### src/rtl/mfc_pkg.sv
// Shared types and constants for the clamped median filter.
`timescale 1ns / 1ps
`default_nettype none

package mfc_pkg;

  localparam int PIX_W        = 8;
  localparam int CFG_IDX_W    = 2;
  localparam int CFG_DATA_W   = 11;
  localparam int WIDTH_REG_W  = 11;
  localparam int HEIGHT_REG_W = 11;
  localparam int RADIUS_REG_W = 3;

  localparam logic [CFG_IDX_W-1:0] REG_FRAME_WIDTH   = 2'd0;
  localparam logic [CFG_IDX_W-1:0] REG_FRAME_HEIGHT  = 2'd1;
  localparam logic [CFG_IDX_W-1:0] REG_WINDOW_RADIUS = 2'd2;

  localparam logic [WIDTH_REG_W-1:0]  WIDTH_RESET  = 11'd100;
  localparam logic [HEIGHT_REG_W-1:0] HEIGHT_RESET = 11'd100;
  localparam logic [RADIUS_REG_W-1:0] RADIUS_RESET = 3'd4;

  // Fill values for window cells outside the active radius; equal numbers
  // of each keep the middle rank unchanged.
  localparam logic [PIX_W-1:0] PAD_LO = 8'h00;
  localparam logic [PIX_W-1:0] PAD_HI = 8'hFF;

  typedef struct packed {
    logic valid;
    logic last;
  } ctl_t;

  typedef struct packed {
    logic             last;
    logic [PIX_W-1:0] pix;
  } res_t;

endpackage

`default_nettype wire

### src/rtl/mfc_fifo.sv
// Result queue between the rank pipeline and the output channel.
`timescale 1ns / 1ps
`default_nettype none

module mfc_fifo #(
  parameter int DEPTH = 32,
  localparam int AW = $clog2(DEPTH)
) (
  input  logic          clk,
  input  logic          rst,
  input  logic          push,
  input  mfc_pkg::res_t push_data,
  input  logic          pop,
  output logic          not_empty,
  output mfc_pkg::res_t head,
  output logic [AW:0]   count
);

  mfc_pkg::res_t mem [DEPTH];
  logic [AW-1:0] wr_ptr;
  logic [AW-1:0] rd_ptr;

  assign not_empty = (count != '0);
  assign head      = mem[rd_ptr];

  always_ff @(posedge clk) begin
    if (push) begin
      mem[wr_ptr] <= push_data;
    end
  end

  always_ff @(posedge clk) begin
    if (rst) begin
      wr_ptr <= '0;
      rd_ptr <= '0;
      count  <= '0;
    end else begin
      if (push) begin
        wr_ptr <= wr_ptr + 1'b1;
      end
      if (pop) begin
        rd_ptr <= rd_ptr + 1'b1;
      end
      unique case ({push, pop})
        2'b10:   count <= count + 1'b1;
        2'b01:   count <= count - 1'b1;
        default: count <= count;
      endcase
    end
  end

`ifndef SYNTHESIS
  a_no_pop_empty: assert property (@(posedge clk) disable iff (rst)
    pop |-> not_empty)
    else $error("result queue popped while empty");
`endif

endmodule

`default_nettype wire

### config.mk
export PLATFORM = sky130hd
export DESIGN_NAME = mfc_fifo
export DESIGN_NICKNAME = d
export VERILOG_FILES = /design/src/rtl/mfc_pkg.sv /design/src/rtl/mfc_fifo.sv
export SDC_FILE = /design/constraint.sdc
export NUM_CORES = 1
export LEC_CHECK = 0
export ABC_CLOCK_PERIOD_IN_PS = 6100
export BUFFER_PORTS_ARGS = -buffer_cell sky130_fd_sc_hd__buf_2
export CAP_MARGIN = 20
export CORE_MARGIN = 8
export CORE_UTILIZATION = 65
export CTS_CLUSTER_DIAMETER = 200
export DETAILED_ROUTE_END_ITERATION = 10
export GPL_TIMING_DRIVEN = 0
export PLACE_DENSITY = 0.9
export SETUP_SLACK_MARGIN = 0.5
export SLEW_MARGIN = 5
export SYNTH_ARGS = -nofsm -noshare
export SYNTH_HDL_FRONTEND = slang
export SYNTH_SLANG_ARGS = --single-unit
### constraint.sdc
create_clock -name clk -period 6.1 [get_ports clk]
set_clock_uncertainty 0.15 [all_clocks]
set_input_delay 0 -clock clk [delete_from_list [all_inputs] [get_ports clk]]
set_output_delay 0 -clock clk [all_outputs]
set_load 0.01 [all_outputs]
* Word-level counts from Yosys, hierarchy flattened
Memories as Yosys holds them, arrays and structs flattened. A register that Yosys moved wholly into a read port is not among the register bits.
Index checks and enable logic that the tools add are counted.
** Cells by class
- Multiplexer cells :: 5
- Reductions and logical operators :: 2
- Equality and inequality tests :: 2
- $add $sub $neg :: 4
** Operators with widths (number)
- $pmux 6 s2 :: 1
- $add 5x1->5 const B :: 2
- $mux 5 :: 2
- $add 6x1->6 const B :: 1
- $reduce_bool 6->1 :: 1
- $sub 6x1->6 const B :: 1
- $eq 2x1->1 const B :: 1
- $eq 2x2->1 const B :: 1
- $mux 1 :: 2
- $reduce_bool 2->1 :: 1
** Word-level totals
- Memories :: 1
- Word-level logic and storage cells :: 17
- Memory bits (writable) :: 288
- Input bits :: 13
- Bits in registers :: 16
** Memory list
- mem :: depth 32, width 9, read ports 1, clocked after Yosys merged registers in 1, write ports 1, line mfc_fifo.sv:19 : mfc_pkg::res_t mem [DEPTH];

* Longest topological paths before layout
Gate-level depths: netlist of the first run.
- Depth after elaboration :: 3
- Mapped depth :: 10

* Worst setup path after synthesis of the first run
No wires, ideal clock.
- Kind :: input port to flip-flop
- Start :: input port push
- End :: register count[4]
- Setup slack :: 4.053 ns
- Required time :: 5.829 ns
- Buffers on the path :: 2
- Setup time :: 0.121 ns
- Stages on the path :: 10
- Arrival time :: 1.777 ns
- Path through :: clkbuf_1 -> inv_1 -> ha_1 -> buf_6 -> xor2_1 -> ha_1 -> a21oi_1 -> a22oi_1 -> a31oi_1 -> mux2_2
** Between the ends
- Longest elaborated chain between the ends :: 2
- Elaborated cells on any way between the ends :: 4
- Those cells by class :: eq/ne: 2; mux: 1; reduce/logical: 1
** Ends and longest elaborated chain
- start: declaration :: line mfc_fifo.sv:11 : input logic push,
- $eq 2x1->1 / $eq 2x2->1 (equally long branches) :: line mfc_fifo.sv:44 : unique case ({push, pop})
- $pmux 6 s2 / $reduce_bool 2->1 (equally long branches)
- end signal: assignment :: line mfc_fifo.sv:45 : 2'b10: count <= count + 1'b1;
- end signal: assignment :: line mfc_fifo.sv:46 : 2'b01: count <= count - 1'b1;
- end signal: assignment :: line mfc_fifo.sv:47 : default: count <= count;
- end: declaration :: line mfc_fifo.sv:16 : output logic [AW:0] count
Several ways; a longest one is shown, not always the timed one.
A chain may end at the register's enable or synchronous reset.

==> results.cfg, run 1 <==
[status]
status = finished clean

[global_route]
antenna_found_initial = 0
grt_pass1_wl_um = 40450
grt_overflow = 0
grt_max_degree = 33
grt_usage_pct = 22.78
grt_pass1_vias = 6841

[final_layout]
fill_cells = 1016
fin_util_pct = 74.18
diodes = 0
drive_gt1_share_pct = 18.56
area_growth_pct = 13.06
nets = 763

[synthesis]
syn_area_um2 = 12190
synth-seq-cells = 309
ys_async_sr_fraction_pct = 0
synth_top_flop_cell = edfxtp_1
syn-num-nets = 692
synthCells = 671
yosys.area.top_type_share_pct = 70.94
avgSynthCellArea_um2 = 18.17
synth_cell_types = 47
yosys-top-cells-area = edfxtp_1 71%, mux4_2 6.7%, mux2i_1 6.2%
synth_edf_count = 288
synth_warnings = 0
ys_seq_area_share_pct = 74.39
yosysTopAreaCell = edfxtp_1

[timing]
fin_ws_ns = 2.745
rsz0062_at_grt = no
fin_setup_tns_ns = 0
setup_viol = 0
whs_ns = 0.1722
drv_slew = 0
hold_viol_final = 0
worst_slew_pin_slew_ns = 0.9825
min_period_over_period_pct = 55.00
fin_crit_ns = 3.355
clock.fmax_ghz = 0.2981
worst_slew_margin_rel_pct = 34.26

[worst_setup_path]
worst_r2r_path_depth = 3
end_kind = output pin
crit_path_start_kind = flip-flop
critPathRequiredTime_ns = 5.95
crit_fanout = 10
crit_chain = buf_2 -> buf_2 -> buf_2 -> mux4_2 -> a221oi_1 -> nand3_1 -> buf_2
critPathTopFamily = buffers and inverters
crit_type = reg2out
slowest_delay_ns = 0.55
regToRegSetupSlack_ns = 3.71
worstReg2RegStart = wr_ptr[3]
cp_common_cell = buf_2
r2r-end = mem[7][2]
slowest_stage = a221oi_1
worst-path-buf-inv = 4
cp_data_arrival_time_ns = 3.20

[min_path]
holdPathStages = 4
holdPathEnd = wr_ptr[4]
worstHoldStart = rst
hold_path.class = in2reg

[clocking]
cts_setup_buffers = 0
root_buffer = clkbuf_16
clkTransAtPathRegs_ns = 0.06
cts_buffer_depth = 3
clock_sinks = 309
htreeDepth = 1
cts_tree = yes
insertion_delay_ns = 0.55
cts_made_buffers = 29

[route]
drt_iter0_drc = 720
dr.pass1.iters = 5
routedWlPerCell_um = 27.11
drc = 0
wl_um = 27080
num_vias = 6688
antenna_left = 0
vias_per_cell = 6.695

[flow_run]
maxCapViolCount = 0

[place]
numPortBuffers = 27
routabilityCongestion = 0.8966
preCtsSetupSlack_ns = 3.489
dpl.hpwl_um = 15830

[power_and_ir_drop]
power_density_nw_per_um2 = 335.5
vdd_ir_drop_max_v = 0.0002711
leakagePower_nw = 4.451
power_mw = 4.623

[die]
io_pins = 29
initial_core_util_pct = 65.61
core_um2 = 18580
num_rows = 50
die_area_um2 = 23390
die_w_um = 152.9
die_h_um = 152.9
where the power goes:
part | total [mW] | switching [mW] | internal, mW
Clock | 1.93 | 0.760 | 1.17
Sequential | 2.35 | 0.0144 | 2.34
Combinational | 0.338 | 0.203 | 0.135
Total | 4.62 | 0.977 | 3.65
worst max-delay path by stage:
stage	from	endpoint	slack (ns)	cells after the start
floorplan	push	count[4]	4.05	10
global placement	flip-flop	head[2]	3.62	7
detailed placement	flip-flop	head[8]	3.49	7
CTS	flip-flop	head[1]	2.84	6
global route	flip-flop	head[8]	2.71	7
finish	flip-flop	head[8]	2.75	7
cells in the mapped netlist (2+ instances only):
library cell and n:
buf_2 17, buf_4 3, clkbuf_1 11, mux4_2 36, nand3b_1 3, or3_1 2
xor2_1 9, nand3_1 29, nand2_1 9, xnor2_1 2, edfxtp_1 288, ha_1 8
nor2_1 55, a21oi_1 3, dfxtp_1 21, nand4_1 3, inv_1 5, buf_6 3
buf_1 2, nor3b_1 2, mux2_2 2, a22oi_1 39, a221oi_1 9, nor2b_1 5
mux2i_1 75, a22o_1 9
flip-flops by register name (all words and copies together) (netlist names), named ones only:
| name | flops |
|---|---|
| count | 6 |
| rd_ptr | 5 |
| mem | 288 |
| wr_ptr | 5 |
worst min-delay path: cells and delay by family:
family / cells / cell delay [ns]
buffers and inverters: 3 / 0.79
AND/OR/NAND/NOR: 1 / 0.05
metal layers:
layer / up-vias / routed length [um] / GRT usage (%)
met5: - / 0 / 0
met4: 0 / 976 / 9.472
met3: 82 / 2621 / 4.144
met2: 452 / 13530 / 38.89
met1: 3326 / 9952 / 28.45
li1: 2828 / - / -
area by class of cell:
type,instances,area [um2],share of cell area [%]
buffer,37,197.7,1.434
clock buffer,40,797.0,5.783
clock inverter,14,241.5,1.752
inverter,5,18.77,0.1362
multi-input combinational,320,2905,21.08
sequential,309,9069,65.80
tap,234,292.8,2.124
timing repair buffer,40,260.3,1.888
cell families (layout without fill, tap and decap cells):
family	count (synthesis)	in the layout	synth area share, %
flops	309	309	74.39
mux	114	114	13.12
fa+ha+maj	8	8	0.8211
compound gates	67	67	4.311
buf+inv	42	136	1.776
xor+xnor	11	11	0.7904
simple gates	120	120	4.793
layout by cell type, fill, tap and decap left out, drive strengths merged, types with 4 or more instances in the layout:
master	n
a221oi	9
a22o	9
a22oi	39
buf	53
bufinv	6
clkbuf	52
clkinv	4
dfxtp	21
dlygate4sd3	12
edfxtp	288
ha	8
inv	7
mux2i	75
mux4	36
nand2	9
nand3	29
nor2	55
nor2b	5
xor2	9
stage by stage:
| step | cells | area, um2 |
|---|---|---|
| 2_1_floorplan | 671 | 12190 |
| 4_1_cts | 998 | 13780 |
| 3_5_place_dp | 932 | 12620 |
| 6_report | 999 | 13780 |
| 5_1_grt | 999 | 13780 |
| 3_3_place_gp | 932 | 12620 |
timing repair:
| item | 4_1_cts | 5_1_grt |
|---|---|---|
| resized for setup | 0 | 0 |
| hold endpoints to repair | 309 | 0 |
| hold buffers | 12 | 0 |
(Power assumes the default switching activity.)
==> run 2, diff against run 1 <==
--- a/config.mk
+++ b/config.mk
@@ -5,15 +5,16 @@
 export SDC_FILE = /design/constraint.sdc
 export NUM_CORES = 1
 export LEC_CHECK = 0
-export ABC_CLOCK_PERIOD_IN_PS = 6100
+export ABC_AREA = 1
+export ABC_CLOCK_PERIOD_IN_PS = 3320
 export BUFFER_PORTS_ARGS = -buffer_cell sky130_fd_sc_hd__buf_2
 export CAP_MARGIN = 20
 export CORE_MARGIN = 8
-export CORE_UTILIZATION = 65
+export CORE_UTILIZATION = 62
 export CTS_CLUSTER_DIAMETER = 200
 export DETAILED_ROUTE_END_ITERATION = 10
 export GPL_TIMING_DRIVEN = 0
-export PLACE_DENSITY = 0.9
+export PLACE_DENSITY = 0.87
 export SETUP_SLACK_MARGIN = 0.5
 export SLEW_MARGIN = 5
 export SYNTH_ARGS = -nofsm -noshare
==> constraint.sdc (replaced) <==
create_clock -name clk -period 3.32 [get_ports clk]
set_clock_uncertainty 0.15 [all_clocks]
set_input_delay 0 -clock clk [delete_from_list [all_inputs] [get_ports clk]]
set_output_delay 0 -clock clk [all_outputs]
set_load 0.01 [all_outputs]
==> run 2 against run 1 <==
First-iteration DRC count is 68% higher. Sequential cell count is the same. Cell area is 3.9% higher. Final cell count increased by 50%. Worst setup slack got worse by 2.1 ns. Via count up 36%. Total power rose by 81%. Clock power grew 73%. Utilization shrank 3.4 points. Clock-buffer cell count down 4. Hold slack got worse by 0.022 ns. Critical path depth rose by 3.
==> results.cfg, run 2 <==
[final_layout]
largest_register_ffs = 288
area_growth_pct = 12.30
reg_top3 = mem (288), count (6)
drive_gt1_share_pct = 9.512
fin_util_pct = 70.75
fin_cells = 1500
regMostFlops = mem
final_common_cell = nand2_1
nets = 1230
final_cell_mix = 392 x nand2_1, 288 x edfxtp_1, 228 x nand3_1
diodes = 0
fin_area_um2 = 14320

[power_and_ir_drop]
power_mw = 8.379
seqPwrFrac_pct = 51.5
clockPowerShare_pct = 39.8
p_switching_mw = 1.893
leakagePower_nw = 5.340
switching_share_pct = 22.59
intPower_mw = 6.486
combPwrFrac_pct = 8.7
vdd_ir_drop_max_v = 0.0004513
power_density_nw_per_um2 = 585.3

[timing]
clock.fmax_ghz = 0.3728
worst_slew_margin_rel_pct = 23.08
drv_slew = 0
fin_setup_tns_ns = 0
min_period_over_period_pct = 80.81
setup_viol = 0
fin_ws_ns = 0.6372
whs_ns = 0.1500
worst_slew_pin_slew_ns = 1.150
hold_viol_final = 0
rsz0062_at_grt = no
fin_crit_ns = 2.683

[worst_setup_path]
worst_r2r_path_depth = 5
end_kind = output pin
crit_type = reg2out
cp_data_arrival_time_ns = 2.53
crit_fanout = 10
critPathRequiredTime_ns = 3.17
crit_path_start_kind = flip-flop

[global_route]
grt_overflow = 0
grt_max_degree = 33
grt_pass1_vias = 8734
antenna_found_initial = 0
grt_usage_pct = 25.61
grt_pass1_wl_um = 49690

[route]
antenna_left = 0
drt_iter0_drc = 1208
routedWlPerCell_um = 22.05
vias_per_cell = 6.069
dr.pass1.iters = 6
num_vias = 9103
wl_um = 33080
drc = 0

[synthesis]
synth-xor-area-share_pct = 0.2061
synthCells = 1137
yosysTopAreaCell = edfxtp_1
ys_async_sr_fraction_pct = 0
synth_commonest_cells = 392 x nand2_1, 288 x edfxtp_1, 228 x nand3_1
synth_top_family_by_area = simple AND/OR/NAND/NOR gates
yosys-top-cells-area = edfxtp_1 68%, nand2_1 12%, nand3_1 9.0%
synth_compound_area_share_pct = 2.159
syn-num-nets = 1158
synth-seq-cells = 309
ys_seq_area_share_pct = 71.14
syn_area_um2 = 12750
yosysMostFrequentCell = nand2_1
synth_cell_types = 27
synthSimpleGateAreaFrac_pct = 22.18
synth_top_flop_cell = edfxtp_1
synth_warnings = 0
synthAdderAreaFrac_pct = 0.7852
avgSynthCellArea_um2 = 11.21
synthMuxAreaShare_pct = 0
yosys.area.top_type_share_pct = 67.84
synth_edf_count = 288

[flow_run]
maxCapViolCount = 0

[die]
num_rows = 52
io_pins = 29
die_w_um = 159.4
die_h_um = 159.4
die_area_um2 = 25400
initial_core_util_pct = 63.00
core_um2 = 20230

[place]
routabilityCongestion = 0.9763
place_inst = 1434
dpl.hpwl_um = 21400
placed_area_um2 = 13220
preCtsSetupSlack_ns = 1.005
numPortBuffers = 27

[clocking]
cts_made_buffers = 29
root_buffer = clkbuf_16
cts_tree = yes
cts_setup_buffers = 0
cts_buffer_depth = 3
htreeDepth = 1
insertion_delay_ns = 0.53
clkTransAtPathRegs_ns = 0.06
clock_sinks = 309

[status]
status = finished clean

[min_path]
holdPathStages = 3
hold_path.class = in2reg
## run 2: area by class of cell
type	instances	area, um2
Clock inverter	16	198.9
Multi-Input combinational cell	738	3229
Clock buffer	36	752.0
Tap cell	270	337.8
Fill cell	1375	5919
Buffer	60	335.3
Sequential cell	309	9069
Timing Repair Buffer	41	277.8
Inverter	30	115.1
## run 2: cell families (layout without fill, tap and decap cells)
| group | count (synthesis) | after routing |
|---|---|---|
| AND/OR/NAND/NOR | 674 | 674 |
| flip-flops | 309 | 309 |
| buffers and inverters | 90 | 183 |
| AO/OA/AOI/OAI | 53 | 53 |
| adder cells (fa/ha/maj) | 8 | 8 |
| XOR/XNOR | 3 | 3 |
## run 2: metal layers
layer	GRT usage [%]	wire (um)	vias up
li1	-	-	4103
met1	32.07	11900	4274
met2	43.36	16010	615
met3	4.498	3718	111
met4	10.98	1456	0
met5	0	0	-
## run 2: power by group through the flow
stage | sequential [mW] | combinational [mW] | clock [mW]
6_report | 4.31 | 0.729 | 3.34
5_1_grt | 4.32 | 0.790 | 3.49
4_1_cts | 4.31 | 0.715 | 3.34
3_5_place_dp | 4.40 | 0.698 | 0
3_3_place_gp | 4.39 | 0.675 | 0
2_1_floorplan | 4.40 | 0.417 | 0
## run 2: what timing repair did
item | CTS | global route
endpoints found under the hold margin | 306 | 0
hold buffers | 12 | 0
setup endpoints to repair | 0 | 2
resized for setup | 0 | 1
## run 2: final timing paths
path	startpoint	endpoint	slack [ns]
setup / recovery	flip-flop	head[0]	0.64
setup reg to reg	wr_ptr[0]	mem[31][0]	0.93
hold / removal	pop	rd_ptr[1]	0.15
hold reg to reg	rd_ptr[4]	rd_ptr[4]	0.39
## run 2: critical path, stage by stage, from the launching register on
cell and delay [ns]:
dfxtp_1 0.30, buf_2 0.26, buf_1 0.53, nand3_1 0.15
nand3_1 0.16, nand2_1 0.08, nand2_1 0.05, nand2_1 0.06
nand2_1 0.15, nand2_1 0.10, buf_2 0.15
